File: src/u8v_pkg.sv
`timescale 1ns / 1ps

package u8v_pkg;

   // widths fixed by the field definitions
   localparam int DATA_W      = 8;
   localparam int CFG_W       = 16;
   localparam int COUNT_W     = 17;
   localparam int CP_W        = 21;
   localparam int PEND_W      = 2;
   localparam int CSR_INDEX_W = 1;

   // default for the length parameter of the top level
   localparam int LENGTH_WIDTH_DEF = 16;

   // register reset values
   localparam logic [CFG_W-1:0] MAX_LENGTH_RST = CFG_W'(255);
   localparam logic             EMPTY_OK_RST   = 1'b0;

   // register indexes on the control port
   localparam logic [CSR_INDEX_W-1:0] CSR_MAX_LENGTH = 1'b0;
   localparam logic [CSR_INDEX_W-1:0] CSR_EMPTY_OK   = 1'b1;

   // byte classes
   localparam logic [DATA_W-1:0] ASCII_MAX    = 8'h7f;
   localparam logic [DATA_W-1:0] LEAD2_MASK   = 8'he0;
   localparam logic [DATA_W-1:0] LEAD2_CODE   = 8'hc0;
   localparam logic [DATA_W-1:0] LEAD3_MASK   = 8'hf0;
   localparam logic [DATA_W-1:0] LEAD3_CODE   = 8'he0;
   localparam logic [DATA_W-1:0] LEAD4_MASK   = 8'hf8;
   localparam logic [DATA_W-1:0] LEAD4_CODE   = 8'hf0;
   localparam logic [DATA_W-1:0] CONT_MASK    = 8'hc0;
   localparam logic [DATA_W-1:0] CONT_CODE    = 8'h80;

   // code point limits
   localparam logic [CP_W-1:0] MIN_CP2   = 21'h000080;
   localparam logic [CP_W-1:0] MIN_CP3   = 21'h000800;
   localparam logic [CP_W-1:0] MIN_CP4   = 21'h010000;
   localparam logic [CP_W-1:0] MAX_CP    = 21'h10ffff;
   localparam logic [CP_W-1:0] SURR_LO   = 21'h00d800;
   localparam logic [CP_W-1:0] SURR_HI   = 21'h00dfff;

   typedef struct packed {
      logic [DATA_W-1:0] data_byte;
      logic              is_last;
      logic              empty_string;
   } req_type;

   typedef struct packed {
      logic               valid_res;
      logic [COUNT_W-1:0] byte_count;
   } rsp_type;

   // per-string decode state
   typedef struct packed {
      logic [PEND_W-1:0]  bytes_pending;
      logic [PEND_W-1:0]  sequence_length;
      logic [CP_W-1:0]    code_point_acc;
      logic               error_seen;
      logic [COUNT_W-1:0] length_count;
   } str_state_type;

endpackage

File: src/u8v_step.sv
`timescale 1ns / 1ps

module u8v_step import u8v_pkg::*; #(
   parameter int LENGTH_WIDTH = LENGTH_WIDTH_DEF
) (
   input  str_state_type    str_cur,
   input  req_type          item,
   input  logic [CFG_W-1:0] max_length,
   input  logic             empty_ok,
   output str_state_type    str_nxt,
   output rsp_type          rsp,
   output logic             ends_string
);

   localparam int USED_W = (LENGTH_WIDTH < CFG_W) ? LENGTH_WIDTH : CFG_W;

   logic [COUNT_W-1:0] limit;
   logic [DATA_W-1:0]  b;
   logic [CP_W-1:0]    cp;
   logic               cp_bad;
   str_state_type      upd;

   assign limit = COUNT_W'(max_length[USED_W-1:0]);
   assign b     = item.data_byte;

   // code point once the current continuation byte is folded in
   assign cp = {str_cur.code_point_acc[CP_W-7:0], b[5:0]};

   // overlong, out of range or surrogate
   always_comb begin
      cp_bad = (cp > MAX_CP) || ((cp >= SURR_LO) && (cp <= SURR_HI));
      unique case (str_cur.sequence_length)
         2'd1:    cp_bad = cp_bad || (cp < MIN_CP2);
         2'd2:    cp_bad = cp_bad || (cp < MIN_CP3);
         2'd3:    cp_bad = cp_bad || (cp < MIN_CP4);
         default: cp_bad = cp_bad;
      endcase
   end

   // state after taking one byte
   always_comb begin
      upd = str_cur;
      if (str_cur.length_count <= limit) begin
         upd.length_count = str_cur.length_count + COUNT_W'(1);
      end
      if (b == '0) begin
         upd.error_seen = 1'b1;
      end
      if (str_cur.bytes_pending == '0) begin
         priority if (b <= ASCII_MAX) begin
            upd.bytes_pending = '0;
         end else if ((b & LEAD2_MASK) == LEAD2_CODE) begin
            upd.bytes_pending   = 2'd1;
            upd.sequence_length = 2'd1;
            upd.code_point_acc  = CP_W'(b[4:0]);
         end else if ((b & LEAD3_MASK) == LEAD3_CODE) begin
            upd.bytes_pending   = 2'd2;
            upd.sequence_length = 2'd2;
            upd.code_point_acc  = CP_W'(b[3:0]);
         end else if ((b & LEAD4_MASK) == LEAD4_CODE) begin
            upd.bytes_pending   = 2'd3;
            upd.sequence_length = 2'd3;
            upd.code_point_acc  = CP_W'(b[2:0]);
         end else begin
            upd.error_seen = 1'b1;
         end
      end else if ((b & CONT_MASK) != CONT_CODE) begin
         // broken sequence is dropped
         upd.error_seen      = 1'b1;
         upd.bytes_pending   = '0;
         upd.sequence_length = '0;
         upd.code_point_acc  = '0;
      end else if (str_cur.bytes_pending == 2'd1) begin
         // sequence complete
         upd.error_seen      = upd.error_seen || cp_bad;
         upd.bytes_pending   = '0;
         upd.sequence_length = '0;
         upd.code_point_acc  = '0;
      end else begin
         upd.bytes_pending  = str_cur.bytes_pending - 2'd1;
         upd.code_point_acc = cp;
      end
   end

   // verdict and next state
   always_comb begin
      ends_string = item.empty_string || item.is_last;
      if (item.empty_string) begin
         if (str_cur.length_count == '0) begin
            rsp.valid_res = empty_ok;
         end else begin
            rsp.valid_res = !str_cur.error_seen && (str_cur.bytes_pending == '0)
                            && (str_cur.length_count <= limit);
         end
         rsp.byte_count = str_cur.length_count;
      end else begin
         rsp.valid_res = !upd.error_seen && (upd.bytes_pending == '0)
                         && (upd.length_count <= limit);
         rsp.byte_count = upd.length_count;
      end
      if (ends_string) begin
         str_nxt = '0;
      end else begin
         str_nxt = upd;
      end
   end

endmodule

File: src/utf8_string_validator_unit.sv
`timescale 1ns / 1ps

// channel   direction  handshake            payload
// req_      in         req_valid/req_stall  req_type: data_byte, is_last, empty_string
// rsp_      out        rsp_valid/rsp_stall  rsp_type: valid_res, byte_count
// csr_      in         csr_valid/csr_ready  csr_index, csr_wdata
//
// One byte per cycle while req_stall is low: a byte is registered, decoded by one
// short step of logic and, if it ends the string, its verdict is loaded into the
// result register, which drives rsp_ after the input register has held the byte.
// Synchronous active-high reset clears the handshake and string state and
// restores the register defaults. A stall on rsp_ holds the result register;
// req_stall rises only when a verdict cannot leave the decode stage.

module utf8_string_validator_unit import u8v_pkg::*; #(
   parameter int LENGTH_WIDTH = LENGTH_WIDTH_DEF
) (
   input  logic                   clock,
   input  logic                   reset,
   input  logic                   req_valid,
   output logic                   req_stall,
   input  req_type                req_data,
   output logic                   rsp_valid,
   input  logic                   rsp_stall,
   output rsp_type                rsp_data,
   input  logic                   csr_valid,
   output logic                   csr_ready,
   input  logic [CSR_INDEX_W-1:0] csr_index,
   input  logic [CFG_W-1:0]       csr_wdata
);

   logic [CFG_W-1:0] max_len_ff;
   logic             empty_ok_ff;

   logic             in_valid_ff;
   req_type          in_data_ff;
   logic             out_valid_ff;
   rsp_type          out_data_ff;
   str_state_type    str_ff;

   str_state_type    str_in;
   rsp_type          step_rsp;
   logic             step_ends;
   logic             out_free;
   logic             advance;
   logic             req_xfer;

   // configuration registers
   assign csr_ready = 1'b1;

   always_ff @(posedge clock) begin
      if (reset) begin
         max_len_ff  <= MAX_LENGTH_RST;
         empty_ok_ff <= EMPTY_OK_RST;
      end else if (csr_valid && csr_ready) begin
         unique case (csr_index)
            CSR_MAX_LENGTH: max_len_ff  <= csr_wdata;
            CSR_EMPTY_OK:   empty_ok_ff <= csr_wdata[0];
            default:        max_len_ff  <= max_len_ff;
         endcase
      end
   end

   // decode step
   u8v_step #(
      .LENGTH_WIDTH(LENGTH_WIDTH)
   ) u_step (
      .str_cur    (str_ff),
      .item       (in_data_ff),
      .max_length (max_len_ff),
      .empty_ok   (empty_ok_ff),
      .str_nxt    (str_in),
      .rsp        (step_rsp),
      .ends_string(step_ends)
   );

   // flow control
   assign out_free  = !out_valid_ff || !rsp_stall;
   assign advance   = in_valid_ff && (!step_ends || out_free);
   assign req_stall = in_valid_ff && !advance;
   assign req_xfer  = req_valid && !req_stall;

   // input register
   always_ff @(posedge clock) begin
      if (reset) begin
         in_valid_ff <= 1'b0;
      end else if (req_xfer) begin
         in_valid_ff <= 1'b1;
      end else if (advance) begin
         in_valid_ff <= 1'b0;
      end
   end

   always_ff @(posedge clock) begin
      if (req_xfer) begin
         in_data_ff <= req_data;
      end
   end

   // string state
   always_ff @(posedge clock) begin
      if (reset) begin
         str_ff <= '0;
      end else if (advance) begin
         str_ff <= str_in;
      end
   end

   // result register
   always_ff @(posedge clock) begin
      if (reset) begin
         out_valid_ff <= 1'b0;
      end else if (advance && step_ends) begin
         out_valid_ff <= 1'b1;
      end else if (!rsp_stall) begin
         out_valid_ff <= 1'b0;
      end
   end

   always_ff @(posedge clock) begin
      if (advance && step_ends) begin
         out_data_ff <= step_rsp;
      end
   end

   assign rsp_valid = out_valid_ff;
   assign rsp_data  = out_data_ff;

`ifndef NO_ASSERTIONS
   // a verdict leaves the string state cleared
   a_clear_after_verdict: assert property (@(posedge clock) disable iff (reset)
      (advance && step_ends) |=> (str_ff == '0))
      else $error("string state not cleared after verdict");

   // pending bytes never exceed the sequence they belong to
   a_pending_in_seq: assert property (@(posedge clock) disable iff (reset)
      str_ff.bytes_pending <= str_ff.sequence_length)
      else $error("pending count beyond sequence length");

   // no partial code point outside a sequence
   a_acc_idle: assert property (@(posedge clock) disable iff (reset)
      (str_ff.bytes_pending == '0) |-> (str_ff.code_point_acc == '0))
      else $error("code point accumulator dirty between sequences");

   // a held verdict in the decode stage is the only source of back-pressure
   a_stall_source: assert property (@(posedge clock) disable iff (reset)
      req_stall |-> (in_valid_ff && out_valid_ff && rsp_stall))
      else $error("input stalled without a blocked verdict");
`endif

endmodule
File: config.mk
export PLATFORM = sky130hd
export DESIGN_NAME = utf8_string_validator_unit
export DESIGN_NICKNAME = d
export VERILOG_FILES = /design/src/u8v_pkg.sv /design/src/u8v_step.sv /design/src/utf8_string_validator_unit.sv
export SDC_FILE = /design/constraint.sdc
export NUM_CORES = 1
export LEC_CHECK = 0
export BUFFER_PORTS_ARGS = -buffer_cell sky130_fd_sc_hd__buf_4
export CAP_MARGIN = 30
export CORE_ASPECT_RATIO = 0.9
export CORE_MARGIN = 8
export CORE_UTILIZATION = 30
export CTS_BUF_LIST = sky130_fd_sc_hd__clkbuf_4 sky130_fd_sc_hd__clkbuf_8
export CTS_CLUSTER_SIZE = 14
export DETAILED_ROUTE_END_ITERATION = 7
export PLACE_DENSITY = 0.51
export RECOVER_POWER = 25
export SETUP_SLACK_MARGIN = 0.1
export SYNTH_ARGS = -nofsm -noshare
export SYNTH_HDL_FRONTEND = slang
export SYNTH_HIERARCHICAL = 1
export SYNTH_SLANG_ARGS = --single-unit
File: constraint.sdc
create_clock -name clock -period 4.7 [get_ports clock]
set_clock_uncertainty 0.15 [all_clocks]
set_input_delay 0.47 -clock clock [delete_from_list [all_inputs] [get_ports clock]]
set_output_delay 0.47 -clock clock [all_outputs]
set_load 0.01 [all_outputs]
=== After elaboration in Yosys (flattened, before gate mapping) ===
Index checks and enable logic that the tools add are counted.

* Bitwise operators: 1
* Add/subtract/negate cells: 2
* Magnitude comparators: 9
* Equality and inequality tests: 11
* Muxes and demuxes: 24
* Reductions and logical operators: 34

{| class="wikitable"
|+ Operators with widths
! kind !! number
|-
| $mux W25 || 3
|-
| $mux W26 || 2
|-
| $mux W43 || 1
|-
| $le A17 B16 Y1 || 2
|-
| $mux W24 || 1
|-
| $ge A21 B16 Y1 const B || 1
|-
| $gt A21 B21 Y1 const B || 1
|-
| $le A21 B16 Y1 const B || 1
|-
| $lt A21 B12 Y1 const B || 1
|-
| $lt A21 B17 Y1 const B || 1
|-
| $lt A21 B8 Y1 const B || 1
|-
| $mux W21 || 1
|-
| $mux W18 || 1
|-
| $add A17 B1 Y17 const B || 1
|-
| $logic_not A17 Y1 || 1
|-
| $mux W17 || 1
|-
| $mux W1 || 10
|-
| $logic_and A1 B1 Y1 || 9
|-
| $le A8 B7 Y1 const B || 1
|-
| $logic_not A8 Y1 || 1
|-
| $logic_or A1 B1 Y1 || 8
|-
| $logic_not A1 Y1 || 7
|-
| $mux W2 || 3
|-
| $eq A5 B5 Y1 const B || 1
|-
| other kinds (17) || 21
|}

* Output and inout port bits: 21
* Register bits after elaboration: 84
* Bits of input ports: 32
* Word-level logic and storage cells: 95

=== Depth between registers and ports, before layout ===
* Word-level depth: 13
* Mapped depth: 16
* Mapped depth without buffers: 15

=== Modules after synthesis ===
Netlist, hierarchy kept.

{| class="wikitable"
|+ Modules (own cells, without submodules)
! module !! area an instance (sq um) !! sequential area each (sq um) !! times used !! cells each
|-
| utf8_string_validator_unit || 3529.6 || 2082.0 || 1 || 305
|-
| u8v_step || 2742.6 || 0.0 || 1 || 392
|}

=== Worst setup path after synthesis ===
Ideal clock, no wire load.

* Path kind: register -> register
* Start point: reg str_ff[14] in the netlist's numbering
* End point: reg out_data_ff (netlist bit rsp_data[17]) (data pin)
* Required time: 4.284 ns
* Path slack: 1.099 ns
* Period minus slack after synthesis: 3.601 ns
* Path buffers: 1
* Setup time: 0.266 ns
* Stages on the path, launching flop included: 15
* Data arrival time: 3.185 ns
* Path through: dfxtp_1 -> ha_1 -> a21o_1 -> a211oi_1 -> nand4_2 -> buf_6 -> a21oi_1 -> xor2_1 -> ha_1 -> nand4_1 -> a211oi_1 -> a211oi_1 -> o221a_2 -> o211ai_1 -> o211ai_1

{| class="wikitable"
|+ RTL lines
! element !! line !! text
|-
| start: declaration || utf8_string_validator_unit.sv:39 || <nowiki>str_state_type str_ff;</nowiki>
|-
| start signal: assignment || utf8_string_validator_unit.sv:105 || <nowiki>str_ff <= str_in;</nowiki>
|-
| end signal: assignment || utf8_string_validator_unit.sv:122 || <nowiki>out_data_ff <= step_rsp;</nowiki>
|-
| end: declaration || utf8_string_validator_unit.sv:38 || <nowiki>rsp_type out_data_ff;</nowiki>
|}

==> flow_summary.yaml <==
outcome:
  violations: "capacitance limit, slew limit"
  status: "finished, violations left"
flow_run:
  cap_viol_max_count: 1
global_routing:
  first_global_vias: 4667
  antenna_found_initial: 0
  track_usage_pct: 12.5
  grt_remaining_overflow: 0
  grt_pass1_wl_um: 24600
  grt_max_degree: 94
route:
  firstDrtPassIters: 5
  antenna_left: 0
  viasPerCell: 4.98
  drc_errors: 0
  met1_length_um: 8040
  wl_per_cell_um: 16.0
  routed_wl_um: 15100
  wl_met2_um: 6080
  top_layer_used: "met4"
  vias: 4707
  drt_iter0_drc: 367
  met3_length_um: 758
clocking:
  clock_sinks: 84
  cts_tree: "done"
  numCtsBuffers: 9
  clk_pin_slew_ns: 0.09
  insertion_delay_ns: 0.38
  clock_path_buffers: 2
  cts_root_buf: "clkbuf_8"
  holdBufCountCts: 0
  post-cts-setup-buffers: 0
  cts_resized: 0
  h-tree-depth: 3
placement:
  port_buffers: 51
  dp_hpwl_um: 10800
  gp_congestion: 0.860
setup_path:
  worstPathRequired_ns: 4.76
  r2r-start: "str_ff[2]$_SDFFE_PP0P_"
  crit_chain: "ha_1 -> nand4_1 -> or4_1 -> buf_4 -> a211oi_2 -> xor2_1 -> ha_1 -> nand4_1 -> or2_2 -> nor4_1 -> o211ai_1 -> o211ai_1"
  max_stage_delay_ns: 0.68
  worstPathMaxFanout: 13
  r2r_setup_slack_ns: 0.58
  setup.worst_path.start: "str_ff[2]$_SDFFE_PP0P_"
  path_buf_inv: 1
  critPathCaptureType: "register"
  slowest_stage: "or4_1"
  critical_path_arrival_ns: 4.18
  start_kind: "register"
  critical_path_class: "reg -> reg"
  cp_top_family: "simple AND/OR/NAND/NOR gates"
logic_synthesis:
  synth_warnings: 6
  avgSynthCellArea_sq_um: 9.00
  synth_nets: 729
  syn_inst: 661
  synth.cell_area_sq_um: 5950
timing:
  setup_viol: 0
  fin_tns_setup_ns: 0
  hold_viol: 0
  tightest_slew_ns: 3.16
  slew_headroom_pct: -110
  max_freq_ghz: 0.243
  maxSlewViolCount: 94
  finalCritPeriodShare_pct: 87.6
  rsz0062_at_grt: "no"
  fin_crit_ns: 4.12
die:
  die_h_um: 150
  initial_utilization_pct: 30.1
  dieArea_sq_um: 24600
  rows: 49
  core-area_sq_um: 19700
  io_pins: 53
  die_w_um: 164
hold_path:
  hp-start: "req_data[9]"
  hp-class: "in -> reg"
final_layout:
  n_antenna_cell: 0
  fin_nets: 753
  area_delta_synth_final_pct: 11.1
  drive_above_1_share_pct: 15.5
power:
  power_uw: 1500
  vdd_drop_max_v: 0.000119
  cellPowerDensity_nw_per_um2: 226
  p_leak_uw: 0.00265
## per-layer routing
metal	GRT usage (%)	vias to the layer above
met4	4.05	0
li1	-	2353
met2	17.6	124
met5	0	-
met1	18.3	2210
met3	2.92	20
## cell usage in the layout (no fill, tap or decap), types with 3 or more instances in the layout
master,count
nand2b_1,79
nand2_1,64
dfxtp_1,56
mux2i_1,53
buf_4,50
a21oi_1,38
ha_1,36
inv_1,31
edfxtp_1,28
xor2_1,27
nor2_1,25
nand3_1,21
or3_1,15
nand4_1,13
a22oi_1,12
clkbuf_4,11
o21ai_0,10
a211oi_2,10
clkbuf_8,9
nor4_1,9
nand3b_1,8
clkbuf_1,7
or2_2,7
a21o_1,4
a211oi_1,4
and2_1,3
nor2b_1,3
a21boi_0,3
nor3_1,3
a21oi_2,3
a2111oi_4,3
nor3b_1,3
## where the power goes
group          switching (uW)  internal (uW)  leakage (uW)  total (uW)
Clock                     285            252     0.0000977         537
Sequential               17.1            768      0.000742         785
Combinational            97.0           76.3       0.00181         173
Total                     399           1100       0.00265        1500
## worst paths after layout
check / to / cells after the start
setup / recovery: rsp_data[17]$_DFFE_PP_ / 12
hold / removal: in_data_ff[9]$_DFFE_PP_ / 1
setup reg to reg: rsp_data[17]$_DFFE_PP_ / 12
hold reg to reg: max_len_ff[13]$_SDFFE_PP0P_ / 2
## registers in the layout, summed over array words and instances (netlist names)
| name | count |
|---|---|
| max_len_ff | 16 |
| empty_ok_ff | 1 |
| rsp_valid | 1 |
| in_valid_ff | 1 |
| rsp_data | 18 |
| str_ff | 37 |
| in_data_ff | 10 |
## cell type report
| cell class | count | area, sq um |
|---|---|---|
| Tap cell | 255 | 319 |
| Fill cell | 2068 | 13100 |
| Multi-Input combinational cell | 492 | 3540 |
| Clock inverter | 6 | 63.8 |
| Clock buffer | 10 | 131 |
| Timing Repair Buffer | 67 | 477 |
| Inverter | 31 | 116 |
| Sequential cell | 84 | 1960 |
## per-stage QoR
| stage | cell area [sq um] | setup slack [ns] | hold slack (ns) | cells | util, % |
|---|---|---|---|---|---|
| after global routing | 6610 | 0.283 | 0.116 | 945 | 33.5 |
| after CTS | 6630 | 0.607 | 0.0951 | 944 | 33.6 |
| final | 6610 | 0.581 | 0.140 | 945 | 33.5 |
| after global placement | 6430 | 0.628 | 0.302 | 927 | 32.6 |
| after floorplan | 5950 | 1.10 | 0.286 | 661 | - |
| after detailed placement | 6430 | 0.666 | 0.298 | 928 | 32.6 |
Note: power is estimated with default switching activity, not from simulation.
